## config.mk

```make
export PLATFORM = sky130hd
export DESIGN_NAME = rv64ic_instruction_decoder
export DESIGN_NICKNAME = d
export VERILOG_FILES = /design/src/rtl/core/rvdec_pkg.sv /design/src/rtl/core/rv64ic_instruction_decoder.sv /design/src/rtl/core/rvdec_full.sv /design/src/rtl/core/rvdec_short.sv
export VERILOG_INCLUDE_DIRS = /design/src /design/src/rtl/core
export SDC_FILE = /design/constraint.sdc
export NUM_CORES = 1
export LEC_CHECK = 0
export BUFFER_PORTS_ARGS = -buffer_cell sky130_fd_sc_hd__buf_2
export CAP_MARGIN = 15
export CORE_UTILIZATION = 52
export DETAILED_ROUTE_END_ITERATION = 10
export GPL_TIMING_DRIVEN = 0
export PLACE_DENSITY_LB_ADDON = 0.3
export SETUP_SLACK_MARGIN = 0.02
export SLEW_MARGIN = 20
export SYNTH_ARGS = -nofsm -noshare
export SYNTH_HDL_FRONTEND = slang
export SYNTH_SLANG_ARGS = --single-unit
```

## constraint.sdc

```tcl
create_clock -name i_clk -period 3.75 [get_ports i_clk]
set_clock_uncertainty 0.2 [all_clocks]
set_input_delay 0.1875 -clock i_clk [delete_from_list [all_inputs] [get_ports i_clk]]
set_output_delay 0.1875 -clock i_clk [all_outputs]
set_load 0.01 [all_outputs]
```

## src/rtl/core/rv64ic_instruction_decoder_macros.svh

```systemverilog
// ----------------------------------------------------------------------------
// RV64IC decoder assertion macros
// Concurrent check helpers shared by the decoder RTL.
// ----------------------------------------------------------------------------
`ifndef RV64IC_INSTRUCTION_DECODER_MACROS_SVH
`define RV64IC_INSTRUCTION_DECODER_MACROS_SVH

// same-cycle implication, disabled in reset
`define RVD_ASSERT_SAME(label, clk, rst_n, ante, cons) \
    label: assert property (@(posedge clk) disable iff (!(rst_n)) (ante) |-> (cons)) \
        else $error("rv64ic decoder check failed");

// next-cycle implication, disabled in reset
`define RVD_ASSERT_NEXT(label, clk, rst_n, ante, cons) \
    label: assert property (@(posedge clk) disable iff (!(rst_n)) (ante) |=> (cons)) \
        else $error("rv64ic decoder check failed");

`endif

```

## src/rtl/core/rvdec_pkg.sv

```systemverilog
// ----------------------------------------------------------------------------
// RV64IC decoder package
// Mnemonic and format codes, opcodes, decode result type and lookup tables.
// ----------------------------------------------------------------------------
package rvdec_pkg;

    typedef logic [5:0] t_mnem;
    typedef logic [2:0] t_fmt;
    typedef logic [4:0] t_reg;

    localparam t_mnem M_UNK    = 6'd0;
    localparam t_mnem M_LUI    = 6'd1;
    localparam t_mnem M_AUIPC  = 6'd2;
    localparam t_mnem M_JAL    = 6'd3;
    localparam t_mnem M_JALR   = 6'd4;
    localparam t_mnem M_BEQ    = 6'd5;
    localparam t_mnem M_BNE    = 6'd6;
    localparam t_mnem M_BLT    = 6'd7;
    localparam t_mnem M_BGE    = 6'd8;
    localparam t_mnem M_BLTU   = 6'd9;
    localparam t_mnem M_BGEU   = 6'd10;
    localparam t_mnem M_LB     = 6'd11;
    localparam t_mnem M_LH     = 6'd12;
    localparam t_mnem M_LW     = 6'd13;
    localparam t_mnem M_LD     = 6'd14;
    localparam t_mnem M_LBU    = 6'd15;
    localparam t_mnem M_LHU    = 6'd16;
    localparam t_mnem M_LWU    = 6'd17;
    localparam t_mnem M_SB     = 6'd18;
    localparam t_mnem M_SH     = 6'd19;
    localparam t_mnem M_SW     = 6'd20;
    localparam t_mnem M_SD     = 6'd21;
    localparam t_mnem M_ADDI   = 6'd22;
    localparam t_mnem M_SLTI   = 6'd23;
    localparam t_mnem M_SLTIU  = 6'd24;
    localparam t_mnem M_XORI   = 6'd25;
    localparam t_mnem M_ORI    = 6'd26;
    localparam t_mnem M_ANDI   = 6'd27;
    localparam t_mnem M_SLLI   = 6'd28;
    localparam t_mnem M_SRLI   = 6'd29;
    localparam t_mnem M_SRAI   = 6'd30;
    localparam t_mnem M_ADD    = 6'd31;
    localparam t_mnem M_SUB    = 6'd32;
    localparam t_mnem M_SLL    = 6'd33;
    localparam t_mnem M_SLT    = 6'd34;
    localparam t_mnem M_SLTU   = 6'd35;
    localparam t_mnem M_XOR    = 6'd36;
    localparam t_mnem M_SRL    = 6'd37;
    localparam t_mnem M_SRA    = 6'd38;
    localparam t_mnem M_OR     = 6'd39;
    localparam t_mnem M_AND    = 6'd40;
    localparam t_mnem M_EBREAK = 6'd41;
    localparam t_mnem M_ECALL  = 6'd42;
    localparam t_mnem M_ADDIW  = 6'd43;
    localparam t_mnem M_SLLIW  = 6'd44;
    localparam t_mnem M_SRLIW  = 6'd45;
    localparam t_mnem M_SRAIW  = 6'd46;
    localparam t_mnem M_ADDW   = 6'd47;
    localparam t_mnem M_SUBW   = 6'd48;
    localparam t_mnem M_SLLW   = 6'd49;
    localparam t_mnem M_SRLW   = 6'd50;
    localparam t_mnem M_SRAW   = 6'd51;

    localparam t_fmt F_SP = 3'd0;
    localparam t_fmt F_R  = 3'd1;
    localparam t_fmt F_I  = 3'd2;
    localparam t_fmt F_S  = 3'd3;
    localparam t_fmt F_B  = 3'd4;
    localparam t_fmt F_U  = 3'd5;
    localparam t_fmt F_J  = 3'd6;

    localparam logic [6:0] OP_REG    = 7'b0110011;
    localparam logic [6:0] OP_REG32  = 7'b0111011;
    localparam logic [6:0] OP_JALR   = 7'b1100111;
    localparam logic [6:0] OP_LOAD   = 7'b0000011;
    localparam logic [6:0] OP_IMM    = 7'b0010011;
    localparam logic [6:0] OP_IMM32  = 7'b0011011;
    localparam logic [6:0] OP_STORE  = 7'b0100011;
    localparam logic [6:0] OP_BRANCH = 7'b1100011;
    localparam logic [6:0] OP_LUI    = 7'b0110111;
    localparam logic [6:0] OP_AUIPC  = 7'b0010111;
    localparam logic [6:0] OP_JAL    = 7'b1101111;
    localparam logic [6:0] OP_SYSTEM = 7'b1110011;

    localparam logic [31:0] W_ECALL  = 32'h0000_0073;
    localparam logic [31:0] W_EBREAK = 32'h0010_0073;

    localparam logic [1:0] Q_FULL = 2'b11;

    localparam logic [2:0] LEN_SHORT = 3'd2;
    localparam logic [2:0] LEN_FULL  = 3'd4;

    localparam logic [6:0] F7_ZERO = 7'h00;
    localparam logic [6:0] F7_ALT  = 7'h20;

    typedef struct packed {
        t_mnem       mnem;
        t_fmt        fmt;
        t_reg        rd;
        t_reg        rs1;
        t_reg        rs2;
        logic [31:0] imm;
    } t_dec;

    function automatic t_mnem f_branch(input logic [2:0] f3);
        t_mnem m;
        unique case (f3)
            3'd0: m = M_BEQ;
            3'd1: m = M_BNE;
            3'd4: m = M_BLT;
            3'd5: m = M_BGE;
            3'd6: m = M_BLTU;
            3'd7: m = M_BGEU;
            default: m = M_UNK;
        endcase
        return m;
    endfunction

    function automatic t_mnem f_load(input logic [2:0] f3);
        t_mnem m;
        unique case (f3)
            3'd0: m = M_LB;
            3'd1: m = M_LH;
            3'd2: m = M_LW;
            3'd3: m = M_LD;
            3'd4: m = M_LBU;
            3'd5: m = M_LHU;
            3'd6: m = M_LWU;
            default: m = M_UNK;
        endcase
        return m;
    endfunction

    function automatic t_mnem f_store(input logic [2:0] f3);
        t_mnem m;
        unique case (f3)
            3'd0: m = M_SB;
            3'd1: m = M_SH;
            3'd2: m = M_SW;
            3'd3: m = M_SD;
            default: m = M_UNK;
        endcase
        return m;
    endfunction

    function automatic t_mnem f_opimm(input logic [2:0] f3);
        t_mnem m;
        unique case (f3)
            3'd0: m = M_ADDI;
            3'd2: m = M_SLTI;
            3'd3: m = M_SLTIU;
            3'd4: m = M_XORI;
            3'd6: m = M_ORI;
            3'd7: m = M_ANDI;
            default: m = M_UNK;
        endcase
        return m;
    endfunction

    function automatic t_mnem f_op(input logic [2:0] f3);
        t_mnem m;
        unique case (f3)
            3'd0: m = M_ADD;
            3'd1: m = M_SLL;
            3'd2: m = M_SLT;
            3'd3: m = M_SLTU;
            3'd4: m = M_XOR;
            3'd5: m = M_SRL;
            3'd6: m = M_OR;
            default: m = M_AND;
        endcase
        return m;
    endfunction

    function automatic t_mnem f_calu(input logic [2:0] sel);
        t_mnem m;
        unique case (sel)
            3'd0: m = M_SUB;
            3'd1: m = M_XOR;
            3'd2: m = M_OR;
            3'd3: m = M_AND;
            3'd4: m = M_SUBW;
            3'd5: m = M_ADDW;
            default: m = M_UNK;
        endcase
        return m;
    endfunction

endpackage

```

## src/rtl/core/rv64ic_instruction_decoder.sv

```systemverilog
// ----------------------------------------------------------------------------
// RV64IC instruction decoder
// Input register, then decode into the result register.
// Throughput one request per cycle while i_m_tready is high, limited by the single decode stage.
// Synchronous active-low reset clears both stage valid flags only.
// ----------------------------------------------------------------------------
`include "rv64ic_instruction_decoder_macros.svh"

module rv64ic_instruction_decoder import rvdec_pkg::*; (
    input  logic        i_clk,
    input  logic        i_rst_n,
    input  logic        i_s_tvalid,
    output logic        o_s_tready,
    input  logic [31:0] i_s_tdata,   // [31:0] instr_word
    output logic        o_m_tvalid,
    input  logic        i_m_tready,
    // [0] known, [6:1] mnemonic, [9:7] format, [14:10] dest_reg,
    // [19:15] src1_reg, [24:20] src2_reg, [56:25] immediate,
    // [59:57] length_bytes, [63:60] zero
    output logic [63:0] o_m_tdata
);

    logic        r_v1;
    logic        n_v1;
    logic [31:0] r_instr;
    logic        r_v2;
    logic        n_v2;
    t_dec        r_dec;
    t_dec        n_dec;
    logic [2:0]  r_len;
    logic [2:0]  n_len;

    logic        s1_adv;
    t_dec        dec_full;
    t_dec        dec_short;
    t_dec        dec_sel;

    rvdec_full u_full (
        .i_word (r_instr),
        .o_dec  (dec_full)
    );

    rvdec_short u_short (
        .i_half (r_instr[15:0]),
        .o_dec  (dec_short)
    );

    assign s1_adv     = !r_v2 || i_m_tready;
    assign o_s_tready = !r_v1 || s1_adv;

    always_comb begin
        dec_sel = (r_instr[1:0] == Q_FULL) ? dec_full : dec_short;
        n_len   = (r_instr[1:0] == Q_FULL) ? LEN_FULL : LEN_SHORT;
        n_dec   = (dec_sel.mnem == M_UNK) ? '0 : dec_sel;
        n_v1    = o_s_tready ? i_s_tvalid : r_v1;
        n_v2    = s1_adv ? r_v1 : r_v2;
    end

    always_ff @(posedge i_clk) begin
        if (!i_rst_n) begin
            r_v1 <= 1'b0;
            r_v2 <= 1'b0;
        end else begin
            r_v1 <= n_v1;
            r_v2 <= n_v2;
        end
    end

    always_ff @(posedge i_clk) begin
        if (o_s_tready && i_s_tvalid) begin
            r_instr <= i_s_tdata;
        end
        if (s1_adv && r_v1) begin
            r_dec <= n_dec;
            r_len <= n_len;
        end
    end

    assign o_m_tvalid = r_v2;
    assign o_m_tdata  = {4'd0, r_len, r_dec.imm, r_dec.rs2, r_dec.rs1, r_dec.rd,
                         r_dec.fmt, r_dec.mnem, (r_dec.mnem != M_UNK)};

    `RVD_ASSERT_NEXT(a_in_to_s1, i_clk, i_rst_n, i_s_tvalid && o_s_tready, r_v1)
    `RVD_ASSERT_NEXT(a_s1_to_out, i_clk, i_rst_n, r_v1 && s1_adv, r_v2)
    `RVD_ASSERT_SAME(a_unknown_clear, i_clk, i_rst_n, r_v2 && r_dec.mnem == M_UNK,
                     r_dec.imm == 32'd0 && r_dec.rd == 5'd0 && r_dec.fmt == F_SP)
    `RVD_ASSERT_SAME(a_len_legal, i_clk, i_rst_n, r_v2,
                     r_len == LEN_SHORT || r_len == LEN_FULL)

endmodule

```

## src/rtl/core/rvdec_full.sv

```systemverilog
// ----------------------------------------------------------------------------
// RV64I full-length decode
// Decodes a 32-bit base instruction into mnemonic, format, registers, imm.
// ----------------------------------------------------------------------------
module rvdec_full import rvdec_pkg::*; (
    input  logic [31:0] i_word,
    output t_dec        o_dec
);

    logic [2:0]  f3;
    logic [6:0]  f7;
    t_reg        rd;
    t_reg        rs1;
    t_reg        rs2;
    logic [31:0] imm_i;
    logic [31:0] imm_s;
    logic [31:0] imm_b;
    logic [31:0] imm_j;
    logic [31:0] imm_u;

    assign f3    = i_word[14:12];
    assign f7    = i_word[31:25];
    assign rd    = i_word[11:7];
    assign rs1   = i_word[19:15];
    assign rs2   = i_word[24:20];
    assign imm_i = {{20{i_word[31]}}, i_word[31:20]};
    assign imm_s = {{20{i_word[31]}}, i_word[31:25], i_word[11:7]};
    assign imm_b = {{19{i_word[31]}}, i_word[31], i_word[7], i_word[30:25],
                    i_word[11:8], 1'b0};
    assign imm_j = {{11{i_word[31]}}, i_word[31], i_word[19:12], i_word[20],
                    i_word[30:21], 1'b0};
    assign imm_u = {i_word[31:12], 12'b0};

    always_comb begin
        o_dec = '0;
        unique case (i_word[6:0])
            OP_LUI: begin
                o_dec = '{M_LUI, F_U, rd, 5'd0, 5'd0, imm_u};
            end
            OP_AUIPC: begin
                o_dec = '{M_AUIPC, F_U, rd, 5'd0, 5'd0, imm_u};
            end
            OP_JAL: begin
                o_dec = '{M_JAL, F_J, rd, 5'd0, 5'd0, imm_j};
            end
            OP_JALR: begin
                o_dec = '{(f3 == 3'd0) ? M_JALR : M_UNK, F_I, rd, rs1, 5'd0, imm_i};
            end
            OP_BRANCH: begin
                o_dec = '{f_branch(f3), F_B, 5'd0, rs1, rs2, imm_b};
            end
            OP_LOAD: begin
                o_dec = '{f_load(f3), F_I, rd, rs1, 5'd0, imm_i};
            end
            OP_STORE: begin
                o_dec = '{f_store(f3), F_S, 5'd0, rs1, rs2, imm_s};
            end
            OP_IMM: begin
                o_dec = '{f_opimm(f3), F_I, rd, rs1, 5'd0, imm_i};
                if (f3 == 3'd1) begin
                    o_dec.mnem = (i_word[31:26] == 6'd0) ? M_SLLI : M_UNK;
                    o_dec.imm  = {26'd0, i_word[25:20]};
                end else if (f3 == 3'd5) begin
                    o_dec.mnem = (i_word[31:26] == 6'd0)   ? M_SRLI :
                                 (i_word[31:26] == 6'h10) ? M_SRAI : M_UNK;
                    o_dec.imm  = {26'd0, i_word[25:20]};
                end
            end
            OP_IMM32: begin
                o_dec = '{M_UNK, F_I, rd, rs1, 5'd0, {27'd0, i_word[24:20]}};
                if (f3 == 3'd0) begin
                    o_dec.mnem = M_ADDIW;
                    o_dec.imm  = imm_i;
                end else if (f3 == 3'd1 && f7 == F7_ZERO) begin
                    o_dec.mnem = M_SLLIW;
                end else if (f3 == 3'd5 && f7 == F7_ZERO) begin
                    o_dec.mnem = M_SRLIW;
                end else if (f3 == 3'd5 && f7 == F7_ALT) begin
                    o_dec.mnem = M_SRAIW;
                end
            end
            OP_REG: begin
                o_dec = '{M_UNK, F_R, rd, rs1, rs2, 32'd0};
                if (f7 == F7_ZERO) begin
                    o_dec.mnem = f_op(f3);
                end else if (f7 == F7_ALT && f3 == 3'd0) begin
                    o_dec.mnem = M_SUB;
                end else if (f7 == F7_ALT && f3 == 3'd5) begin
                    o_dec.mnem = M_SRA;
                end
            end
            OP_REG32: begin
                o_dec = '{M_UNK, F_R, rd, rs1, rs2, 32'd0};
                if (f7 == F7_ZERO && f3 == 3'd0) begin
                    o_dec.mnem = M_ADDW;
                end else if (f7 == F7_ZERO && f3 == 3'd1) begin
                    o_dec.mnem = M_SLLW;
                end else if (f7 == F7_ZERO && f3 == 3'd5) begin
                    o_dec.mnem = M_SRLW;
                end else if (f7 == F7_ALT && f3 == 3'd0) begin
                    o_dec.mnem = M_SUBW;
                end else if (f7 == F7_ALT && f3 == 3'd5) begin
                    o_dec.mnem = M_SRAW;
                end
            end
            OP_SYSTEM: begin
                if (i_word == W_ECALL) begin
                    o_dec.mnem = M_ECALL;
                end else if (i_word == W_EBREAK) begin
                    o_dec.mnem = M_EBREAK;
                end
            end
            default: begin
                o_dec = '0;
            end
        endcase
    end

endmodule

```

## src/rtl/core/rvdec_short.sv

```systemverilog
// ----------------------------------------------------------------------------
// RVC compressed decode
// Expands a 16-bit compressed instruction to its RV64I equivalent fields.
// ----------------------------------------------------------------------------
module rvdec_short import rvdec_pkg::*; (
    input  logic [15:0] i_half,
    output t_dec        o_dec
);

    // {quadrant, funct3}
    localparam logic [4:0] C_ADDI4SPN = 5'b00_000;
    localparam logic [4:0] C_LW       = 5'b00_010;
    localparam logic [4:0] C_LD       = 5'b00_011;
    localparam logic [4:0] C_SW       = 5'b00_110;
    localparam logic [4:0] C_SD       = 5'b00_111;
    localparam logic [4:0] C_ADDI     = 5'b01_000;
    localparam logic [4:0] C_ADDIW    = 5'b01_001;
    localparam logic [4:0] C_LI       = 5'b01_010;
    localparam logic [4:0] C_LUI      = 5'b01_011;
    localparam logic [4:0] C_MISC_ALU = 5'b01_100;
    localparam logic [4:0] C_J        = 5'b01_101;
    localparam logic [4:0] C_BEQZ     = 5'b01_110;
    localparam logic [4:0] C_BNEZ     = 5'b01_111;
    localparam logic [4:0] C_SLLI     = 5'b10_000;
    localparam logic [4:0] C_LWSP     = 5'b10_010;
    localparam logic [4:0] C_LDSP     = 5'b10_011;
    localparam logic [4:0] C_JR_MV    = 5'b10_100;
    localparam logic [4:0] C_SWSP     = 5'b10_110;
    localparam logic [4:0] C_SDSP     = 5'b10_111;

    localparam t_reg R_ZERO = 5'd0;
    localparam t_reg R_RA   = 5'd1;
    localparam t_reg R_SP   = 5'd2;

    logic [4:0]  sel;
    logic        b12;
    t_reg        r5;
    t_reg        s5;
    t_reg        rp7;
    t_reg        rp2;
    logic [31:0] imm6;
    logic [31:0] sh;
    logic [9:0]  u_4spn;
    logic [6:0]  u_lw;
    logic [7:0]  u_ld;
    logic [9:0]  u_16sp;
    logic [11:0] u_j;
    logic [8:0]  u_b;
    logic [7:0]  u_lwsp;
    logic [8:0]  u_ldsp;
    logic [7:0]  u_swsp;
    logic [8:0]  u_sdsp;

    assign sel   = {i_half[1:0], i_half[15:13]};
    assign b12   = i_half[12];
    assign r5    = i_half[11:7];
    assign s5    = i_half[6:2];
    assign rp7   = {2'b01, i_half[9:7]};
    assign rp2   = {2'b01, i_half[4:2]};
    assign imm6  = {{27{b12}}, s5};
    assign sh    = {26'd0, b12, s5};

    assign u_4spn = {i_half[10:7], i_half[12:11], i_half[5], i_half[6], 2'b00};
    assign u_lw   = {i_half[5], i_half[12:10], i_half[6], 2'b00};
    assign u_ld   = {i_half[6:5], i_half[12:10], 3'b000};
    assign u_16sp = {b12, i_half[4:3], i_half[5], i_half[2], i_half[6], 4'b0000};
    assign u_j    = {b12, i_half[8], i_half[10:9], i_half[6], i_half[7], i_half[2],
                     i_half[11], i_half[5:3], 1'b0};
    assign u_b    = {b12, i_half[6:5], i_half[2], i_half[11:10], i_half[4:3], 1'b0};
    assign u_lwsp = {i_half[3:2], b12, i_half[6:4], 2'b00};
    assign u_ldsp = {i_half[4:2], b12, i_half[6:5], 3'b000};
    assign u_swsp = {i_half[8:7], i_half[12:9], 2'b00};
    assign u_sdsp = {i_half[9:7], i_half[12:10], 3'b000};

    always_comb begin
        o_dec = '0;
        unique case (sel)
            C_ADDI4SPN: begin
                if (u_4spn != 10'd0) begin
                    o_dec = '{M_ADDI, F_I, rp2, R_SP, R_ZERO, {22'd0, u_4spn}};
                end
            end
            C_LW: o_dec = '{M_LW, F_I, rp2, rp7, R_ZERO, {25'd0, u_lw}};
            C_LD: o_dec = '{M_LD, F_I, rp2, rp7, R_ZERO, {24'd0, u_ld}};
            C_SW: o_dec = '{M_SW, F_S, R_ZERO, rp7, rp2, {25'd0, u_lw}};
            C_SD: o_dec = '{M_SD, F_S, R_ZERO, rp7, rp2, {24'd0, u_ld}};
            C_ADDI: o_dec = '{M_ADDI, F_I, r5, r5, R_ZERO, imm6};
            C_ADDIW: begin
                if (r5 != R_ZERO) begin
                    o_dec = '{M_ADDIW, F_I, r5, r5, R_ZERO, imm6};
                end
            end
            C_LI: o_dec = '{M_ADDI, F_I, r5, R_ZERO, R_ZERO, imm6};
            C_LUI: begin
                if (r5 == R_SP) begin
                    if (u_16sp != 10'd0) begin
                        o_dec = '{M_ADDI, F_I, R_SP, R_SP, R_ZERO,
                                  {{22{u_16sp[9]}}, u_16sp}};
                    end
                end else if ({b12, s5} != 6'd0) begin
                    o_dec = '{M_LUI, F_U, r5, R_ZERO, R_ZERO,
                              {{14{b12}}, b12, s5, 12'd0}};
                end
            end
            C_MISC_ALU: begin
                unique case (i_half[11:10])
                    2'd0: o_dec = '{M_SRLI, F_I, rp7, rp7, R_ZERO, sh};
                    2'd1: o_dec = '{M_SRAI, F_I, rp7, rp7, R_ZERO, sh};
                    2'd2: o_dec = '{M_ANDI, F_I, rp7, rp7, R_ZERO, imm6};
                    default: o_dec = '{f_calu({b12, i_half[6:5]}), F_R, rp7, rp7, rp2,
                                       32'd0};
                endcase
            end
            C_J: o_dec = '{M_JAL, F_J, R_ZERO, R_ZERO, R_ZERO, {{20{u_j[11]}}, u_j}};
            C_BEQZ: o_dec = '{M_BEQ, F_B, R_ZERO, rp7, R_ZERO, {{23{u_b[8]}}, u_b}};
            C_BNEZ: o_dec = '{M_BNE, F_B, R_ZERO, rp7, R_ZERO, {{23{u_b[8]}}, u_b}};
            C_SLLI: o_dec = '{M_SLLI, F_I, r5, r5, R_ZERO, sh};
            C_LWSP: begin
                if (r5 != R_ZERO) begin
                    o_dec = '{M_LW, F_I, r5, R_SP, R_ZERO, {24'd0, u_lwsp}};
                end
            end
            C_LDSP: begin
                if (r5 != R_ZERO) begin
                    o_dec = '{M_LD, F_I, r5, R_SP, R_ZERO, {23'd0, u_ldsp}};
                end
            end
            C_JR_MV: begin
                // mv / jr when bit 12 clear, add / jalr / ebreak when set
                if (s5 != R_ZERO) begin
                    o_dec = '{M_ADD, F_R, r5, b12 ? r5 : R_ZERO, s5, 32'd0};
                end else if (r5 != R_ZERO) begin
                    o_dec = '{M_JALR, F_I, b12 ? R_RA : R_ZERO, r5, R_ZERO, 32'd0};
                end else if (b12) begin
                    o_dec.mnem = M_EBREAK;
                end
            end
            C_SWSP: o_dec = '{M_SW, F_S, R_ZERO, R_SP, s5, {24'd0, u_swsp}};
            C_SDSP: o_dec = '{M_SD, F_S, R_ZERO, R_SP, s5, {23'd0, u_sdsp}};
            default: o_dec = '0;
        endcase
    end

endmodule
```

### Yosys cells after proc, flatten, opt, wreduce, memory -nomap -nowiden

Cells that the tools add are included.

* register bits: 93
* logic and storage cells: 135

* equality and inequality tests: 50
* muxes and demuxes: 48
* reductions and logical operators: 27

Operator list (count)
* 56-bit one-hot mux with 19 select lines: 1
* 50-bit one-hot mux with 8 select lines: 1
* 56-bit 2-to-1 mux: 4
* 56-bit one-hot mux with 3 select lines: 1
* 6-bit 2-to-1 mux: 19
* 55-bit 2-to-1 mux: 2
* 54-bit 2-to-1 mux: 2
* 32-bit 2-to-1 mux: 3
* 6-bit one-hot mux with 12 select lines: 1
* 51-bit 2-to-1 mux: 1
* 49-bit 2-to-1 mux: 1
* 6-bit one-hot mux with 7 select lines: 1
* 5-bit by 4-bit == test with 1-bit output (second input constant): 8
* 6-bit one-hot mux with 6 select lines: 1
* 7-bit by 6-bit == test with 1-bit output (second input constant): 5
* 5-bit one-hot mux with 7 select lines: 1
* 32-bit by 21-bit == test with 1-bit output (second input constant): 1
* 32-bit by 7-bit == test with 1-bit output (second input constant): 1
* 5-bit == test (second input constant): 6
* 5-bit one-hot mux with 6 select lines: 1
* 7-bit == test (second input constant): 4
* 4-bit one-hot mux with 6 select lines: 1
* 7-bit by 5-bit == test with 1-bit output (second input constant): 3
* 5-bit one-hot mux with 4 select lines: 1
* other kinds (24): 55

### Depth between registers and ports, before layout

Gate-level depths: netlist (run 1).

* depth after elaboration: 10
* mapped depth: 13
* depth with buffers taken out: 10

### Modules after synthesis

Synthesis (run 1) repeated with hierarchy kept, for this count alone.

* cell total of the unflattened synthesis: 849
* area, all modules: 7090.6 um2

Modules (own cells, without submodules)
* rv64ic_instruction_decoder: times used 1, cells an instance 304, area an instance 3814.9 um2, sequential area each 2742.6 um2
* rvdec_short: times used 1, cells an instance 285, area an instance 1715.4 um2, sequential area each 0.0 um2
* rvdec_full: times used 1, cells an instance 260, area an instance 1560.2 um2, sequential area each 0.0 um2

### Least setup slack after synthesis (run 1)

No wires, ideal clock.

* path type: register to register
* start: register r_v2 (netlist: o_m_tvalid)
* end: register r_dec, in the netlist o_m_tdata[10], enable pin
* arrival time: 3087 ps
* required time: 3069 ps
* slack: -18 ps
* stages on the path, launching flop included: 3
* buffers on the path: 0
* cell sequence: dfxtp_1 nor2b_1 nor2b_1

* longest elaborated chain between the ends: 3

RTL lines
* start: declaration: RTL line rv64ic_instruction_decoder.sv:26 `logic r_v2;`
* start signal: assignment: RTL line rv64ic_instruction_decoder.sv:65 `r_v2 <= n_v2;`
* 1-bit logical NOT: RTL line rv64ic_instruction_decoder.sv:48 `assign s1_adv = !r_v2 || i_m_tready;`
* 1-bit logical OR: RTL line rv64ic_instruction_decoder.sv:48
* 1-bit logical AND: RTL line rv64ic_instruction_decoder.sv:73 `if (s1_adv && r_v1) begin`
* end signal: assignment: RTL line rv64ic_instruction_decoder.sv:74 `r_dec <= n_dec;`
* end: declaration: RTL line rv64ic_instruction_decoder.sv:28 `t_dec r_dec;`

No other way between the ends.
A chain may end at the register's enable or synchronous reset.

### Final worst setup path (run 1)

* start: register r_instr[0]
* end: register r_dec, in the netlist o_m_tdata[32], data pin

* longest elaborated chain between the ends: 6

RTL lines
* start: declaration: RTL line rv64ic_instruction_decoder.sv:25 `logic [31:0] r_instr;`
* start signal: assignment: RTL line rv64ic_instruction_decoder.sv:71 `r_instr <= i_s_tdata;`
* 32-bit by 21-bit == test with 1-bit output: RTL line rvdec_full.sv:109 `end else if (i_word == W_EBREAK) begin`
* 6-bit 2-to-1 mux: RTL line rvdec_full.sv:109
* 6-bit 2-to-1 mux: RTL line rvdec_full.sv:107 `if (i_word == W_ECALL) begin`
* 6-bit one-hot mux with 12 select lines: RTL line rvdec_full.sv:36 `unique case (i_word[6:0])`
* 56-bit 2-to-1 mux (*): RTL line rv64ic_instruction_decoder.sv:52 `dec_sel = (r_instr[1:0] == Q_FULL) ? dec_full : dec_short;`
* 6-bit logical NOT: RTL line rv64ic_instruction_decoder.sv:54 `n_dec = (dec_sel.mnem == M_UNK) ? '0 : dec_sel;`

Mark *: on every way between the ends. The rest lies on a longest branch, timed or not.

==> results of run 1 <==
[state kept, by name, indices dropped and copies added, names as in the netlist]
name	cells
o_m_tdata	56
r_instr	32
r_v1	1
r_len	2
o_m_tvalid	1
[placed cells by master (no fill, tap or decap), types with 5 or more instances in the layout]
cell           synthesis  routed
dlygate4sd3_1          0      34
a31oi_1               18      17
nor2_1                62      59
inv_1                 10       9
a21o_1                 5       5
or3_1                  6       6
a21oi_1               62      62
and3_1                10      10
or2_2                  7       7
nor4_1                14      12
o31ai_1                6       6
a221oi_1               6       6
nand4_1                9       9
nand2b_1              11      11
o21ai_0               32      32
clkbuf_16              0       9
nor3_1                20      18
nand3b_1               6       6
buf_4                  6      26
edfxtp_1              90      90
nand2_1               72      71
buf_1                  7       5
and2_1                 9       8
nor2b_1               17      15
clkbuf_2               0      10
conb_1                 1       5
a22oi_1               13      13
clkbuf_1              35      18
buf_2                  4     102
a32oi_1                5       5
nand3_1               22      22
a211oi_1               8       8
buf_6                  5       5
[cell type report]
class | instances | area (um2)
Inverter | 12 | 52.6
Sequential cell | 92 | 2740
Clock inverter | 6 | 95.1
Multi-Input combinational cell | 498 | 2980
Buffer | 53 | 302
Tap cell | 140 | 175
Timing Repair Buffer | 152 | 998
Clock buffer | 10 | 229
Fill cell | 825 | 3400
[power groups by stage]
stage	combinational, uW	sequential [uW]	clock [uW]
after floorplan	275	1280	0
after global placement	470	1270	0
after detailed placement	477	1270	0
after CTS	522	1250	998
after global routing	593	1260	1040
final	569	1260	1010
[repair_timing]
action | in CTS | in global routing
buffers inserted | 8 | 13
hold buffers | 34 | 0
hold endpoints to repair | 34 | 0
setup endpoints to repair | 50 | 50
pin swaps | 1 | 3
gates resized for setup | 21 | 32
[layer usage]
layer | part of all wire, % | up-vias | global-route usage [%]
met5 | 0 | - | 0
met4 | 6.9 | 0 | 28.7
met3 | 15 | 172 | 13.7
met2 | 43 | 714 | 65.3
met1 | 36 | 3072 | 56.3
li1 | - | 2815 | -
[cells by family after synthesis]
kind of cell,after synthesis,share of synthesized area [%]
compound gates,193,21.1
xor+xnor,3,0.442
fa+ha+maj,4,0.842
buf+inv,69,5.45
flops,92,46.1
mux,3,0.505
other cells,1,0.0631
simple gates,290,25.5
[worst max-delay path by stage]
stage                start       endpoint  slack [ns]  cells past startpoint
2_1_floorplan  r_instr[27]  o_m_tdata[31]        0.51                     10
3_3_place_gp   r_instr[13]   o_m_tdata[9]       -0.63                     12
3_5_place_dp   r_instr[13]  o_m_tdata[54]       -0.59                     12
4_1_cts        r_instr[10]  o_m_tdata[32]        0.04                     11
5_1_grt        r_instr[29]  o_m_tdata[51]        0.01                     10
6_report        r_instr[0]  o_m_tdata[32]       0.007                     12
[per-stage QoR]
step	setup TNS [ns]	total power [uW]	hold slack (ns)	util [%]	instance area, um2
2_1_floorplan	0	1550	0.0864	-	5960
3_3_place_gp	-29.49	1740	0.163	60.3	6620
3_5_place_dp	-27.74	1750	0.166	60.5	6650
4_1_cts	0	2770	0.0139	67.7	7430
5_1_grt	0	2890	0.0621	69.0	7580
6_report	0	2840	0.0682	69.0	7580
[worst max-delay path, stage by stage (launching register included)]
cell and delay (ns):
edfxtp_1 0.50, clkbuf_4 0.28, buf_2 0.25, nor2b_2 0.24, nor4_1 0.12, o21ai_0 0.21
nand4_1 0.19, a2111oi_1 0.47, nand3_1 0.20, and4bb_2 0.42, buf_6 0.15, buf_6 0.15
a31oi_1 0.07
==> metrics.yaml, run 1 <==
outcome:
  status: "finished clean"
layout:
  instances_no_fill: 963
  syn2layout_area_growth_pct: 27.5
  diodes: 0
  drive_gt1_share_pct: 23.8
  layout.nets: 858
yosys:
  ys_warn_count: 0
  synth_top_area_share_pct: 45.5
  async_flop_share_pct: 0
  synth_edf_count: 90
  ys_seq_area_share_pct: 46.1
  synth.top_cells.by_area: "edfxtp_1, a21oi_1, nand2_1, nor2_1, o21ai_0"
  synth_area_mm2: 0.00595
  synth_most_common_cell: "edfxtp_1"
  synth-main-ff-cell: "edfxtp_1"
  avgSynthCellArea_um2: 9.08
  syn-instance-count: 655
  synthTopCellsByCount: "edfxtp_1, nand2_1, a21oi_1, nor2_1, clkbuf_1"
  synth_cell_type_count: 68
  ys_ff_latch: 92
  synth_top_area_cell: "edfxtp_1"
power:
  power_leakage_uw: 0.00287
  peakVddDrop_v: 0.000360
  pwr_density_cell_mw_per_mm2: 374
  power.switching_uw: 828
  p_comb_share_pct: 20.1
  netSwitchingFraction_pct: 29.2
  intPower_uw: 2010
  p_clk_share_pct: 35.6
  power_frac_seq_pct: 44.3
sta:
  worst_slack_ns: 0.00657
  slew_viol_final: 0
  min_period_ns: 3.74
  rsz0062_at_grt: "true"
  period_share_pct: 99.8
  final_hold_viol_count: 0
  tightest_slew_ns: 1.27
  fmax_ghz: 0.267
  slew_headroom_pct: 14.4
  finalSetupViolations: 0
floorplan:
  die_h_um: 109
  core_area_mm2: 0.0110
  die_w_um: 109
  rows: 38
  die-area_mm2: 0.0119
  boundaryPins: 102
  start_util_pct: 54.1
clocking:
  numCtsBuffers: 9
  clock-root-buffer: "clkbuf_16"
  clock_latency_ns: 0.36
  path_clk_slew_ns: 0.07
  cts_tree: "yes"
  htree_levels: 3
  clock_path_buffers: 2
  cts_sinks: 92
critical_path:
  worstSetupPathType: "reg -> reg"
  end_kind: "flip-flop"
  rrSetupSlack_ns: 0.007
  worstPathRequired_ns: 3.63
  ff2ff_path_depth: 12
  critPathMaxFanout: 10
  r2r_start: "r_instr[0]"
  worstReg2RegEnd: "o_m_tdata[32]"
  cp.arrival_ns: 3.62
  critPathLaunchType: "flip-flop"
global_route:
  grt_usage_pct: 44.4
  grt_max_degree: 33
  grt_pass1_vias: 6314
  grt_pass1_wl_mm: 37.6
  grt-ovfl-total: 0
  grt_antenna_before_repair: 0
placed_design:
  dp.cells: 896
  dpl.hpwl_mm: 17.4
  port_buffers: 96
  pre_cts_slack_ns: -0.588
  gp_congestion: 1.03
drt:
  viasPerCell: 7.03
  finalWirelength_mm: 25.8
  drt-initial-drc-count: 1178
  drc_errors: 0
  routedWlPerCell_um: 26.7
  final_antenna_net_count: 0
  dr.pass1.iters: 7
  route.vias.total: 6773
min_path:
  min_to: "o_m_tvalid"
  hold_start: "i_m_tready"
  hold-path-cell-count: 3
  hp-class: "in -> reg"
flow_run:
  maxCapViolations: 0
Note: power is estimated with default switching activity, not from simulation.
==> run 2, diff against run 1 <==
ABC_AREA = 1   (was unset)
SKIP_CTS_REPAIR_TIMING = 1   (was unset)
==> run 2 against run 1 <==
  * Critical path depth rose by 1
  * Area after synthesis rose by 7.1%
  * Highest routed layer unchanged
  * Critical path type unchanged
  * Combinational power fell by 3%
  * Clock power fell by 6%
  * Flip-flop and latch count did not move
  * Via count fell by 6.0%
==> metrics.yaml, run 2 <==
sta:
  tightest_slew_ns: 0.742
  finalSetupViolations: 0
  rsz0062_at_grt: "false"
  fmax_ghz: 0.321
  min_period_ns: 3.12
  worst_slack_ns: 0.635
  final_hold_viol_count: 0
  period_share_pct: 83.1
  slew_headroom_pct: 50.4
  slew_viol_final: 0
  worst_hold_slack_ns: 0.335
  tns_ns: 0
yosys:
  ys_warn_count: 0
  synth_top_area_share_pct: 42.5
  synth_cell_type_count: 47
  synth-main-ff-cell: "edfxtp_1"
  synth_edf_count: 90
  syn-instance-count: 837
  synth_top_area_cell: "edfxtp_1"
  synth.top_cells.by_area: "edfxtp_1, nand2_1, nor2_1, inv_1, nand3_1"
  ys_seq_area_share_pct: 43.1
  async_flop_share_pct: 0
  synthTopCellsByCount: "nand2_1, nor2_1, inv_1"
  avgSynthCellArea_um2: 7.61
  ys_ff_latch: 92
  synth_most_common_cell: "nand2_1"
  synth_area_mm2: 0.00637
layout:
  final_common_cell: "nand2_1"
  layout.nets: 1025
  final_cell_mix: "nand2_1, nor2_1, buf_2"
  largest_register_ffs: 56
  diodes: 0
  drive_gt1_share_pct: 24.4
  syn2layout_area_growth_pct: 22.1
  fin_area_mm2: 0.00777
global_route:
  grt_usage_pct: 33.2
  grt-ovfl-total: 0
  grt_pass1_vias: 5625
  grt_pass1_wl_mm: 31.1
  grt_max_degree: 33
  grt_antenna_before_repair: 0
power:
  peakVddDrop_v: 0.000180
  pwr_density_cell_mw_per_mm2: 354
  finalPower_uw: 2750
  power_leakage_uw: 0.00395
critical_path:
  cp_cell_sequence: "nor2_2, nand3_4, o21ai_2, nand2_2, nor2_2, nand2_1, nor2_2, nand2_2, nor2_4, nand3_4, buf_6, nand2_1, inv_1"
  cpMaxStageDelayCell: "edfxtp_1"
  rrSetupSlack_ns: 0.63
  critPathMaxFanout: 10
  worstSetupPathType: "reg -> reg"
  critPathLaunchType: "flip-flop"
  cp.arrival_ns: 3.03
  slowest_delay_ns: 0.55
  worstPathRequired_ns: 3.66
  end_kind: "flip-flop"
  ff2ff_path_depth: 13
  path_common_cell: "nor2_2"
placed_design:
  gp_congestion: 1.03
  dpl.hpwl_mm: 16.1
  pre_cts_slack_ns: 0.694
  dpl-instance-area_mm2: 0.00711
  port_buffers: 96
floorplan:
  die-area_mm2: 0.0127
  start_util_pct: 53.2
  core_area_mm2: 0.0120
  die_w_um: 113
  rows: 40
  die_h_um: 113
  boundaryPins: 102
clocking:
  clock_path_buffers: 2
  htree_levels: 3
  cts_tree: "yes"
  numCtsBuffers: 9
  cts_sinks: 92
  path_clk_slew_ns: 0.07
  clock_latency_ns: 0.36
  clock-root-buffer: "clkbuf_16"
drt:
  dr.pass1.iters: 5
  drt-initial-drc-count: 802
  final_antenna_net_count: 0
  routedWlPerCell_um: 18.6
  route.vias.total: 6369
  finalWirelength_mm: 21.1
  viasPerCell: 5.60
  drc_errors: 0
outcome:
  status: "finished clean"
min_path:
  hold-path-cell-count: 2
  hp-class: "in -> reg"
flow_run:
  maxCapViolations: 0
## run 2: path summary, 6_finish.rpt
kind                startpoint            end
setup / recovery   r_instr[10]  o_m_tdata[22]
hold / removal    i_s_tdata[2]     r_instr[2]
setup reg to reg   r_instr[10]  o_m_tdata[22]
hold reg to reg           r_v1     o_m_tvalid
## run 2: cell families (layout without fill, tap and decap cells)
kind of cell	after synthesis	in the layout	share of synthesized area (%)
AOI/OAI and AO/OA	111	111	10.7
other	1	5	0.0589
and+or+nand+nor	470	470	34.7
buffers and inverters	159	308	10.7
DFF	92	92	43.1
adders and majority gates	4	4	0.786
## run 2: worst max-delay path: cells and delay by family, from the launching register on
family / cells / cell delay, ns
buf+inv: 2 / 0.24
compound gates: 1 / 0.34
simple gates: 10 / 1.51
flops: 1 / 0.55
## run 2: through the flow
stage          util (%)  instances
2_1_floorplan         -        841
3_3_place_gp       58.9       1084
3_5_place_dp       59.5       1086
4_1_cts            62.1       1102
5_1_grt            65.0       1137
6_report           65.0       1137
## run 2: area by class of cell
cell class | count | area (um2)
Buffer | 23 | 171
Inverter | 136 | 510
Clock buffer | 9 | 225
Tap cell | 147 | 184
Clock inverter | 7 | 86.3
Multi-Input combinational cell | 590 | 2970
Timing Repair Buffer | 133 | 886
Sequential cell | 92 | 2740
Fill cell | 1040 | 4190
## run 2: power by group
part           total, uW  internal (uW)  switching, uW
clock network        953            528            425
registers           1250           1210           38.0
logic                552            197            354
## run 2: layer usage
layer  share of wire [%]  global-route usage, %  up-vias
li1                    -                      -     3055
met1                  43                   46.9     2850
met2                  43                   48.4      394
met3                 9.1                   6.59       70
met4                 4.7                   16.4        0
met5                   0                      0        -
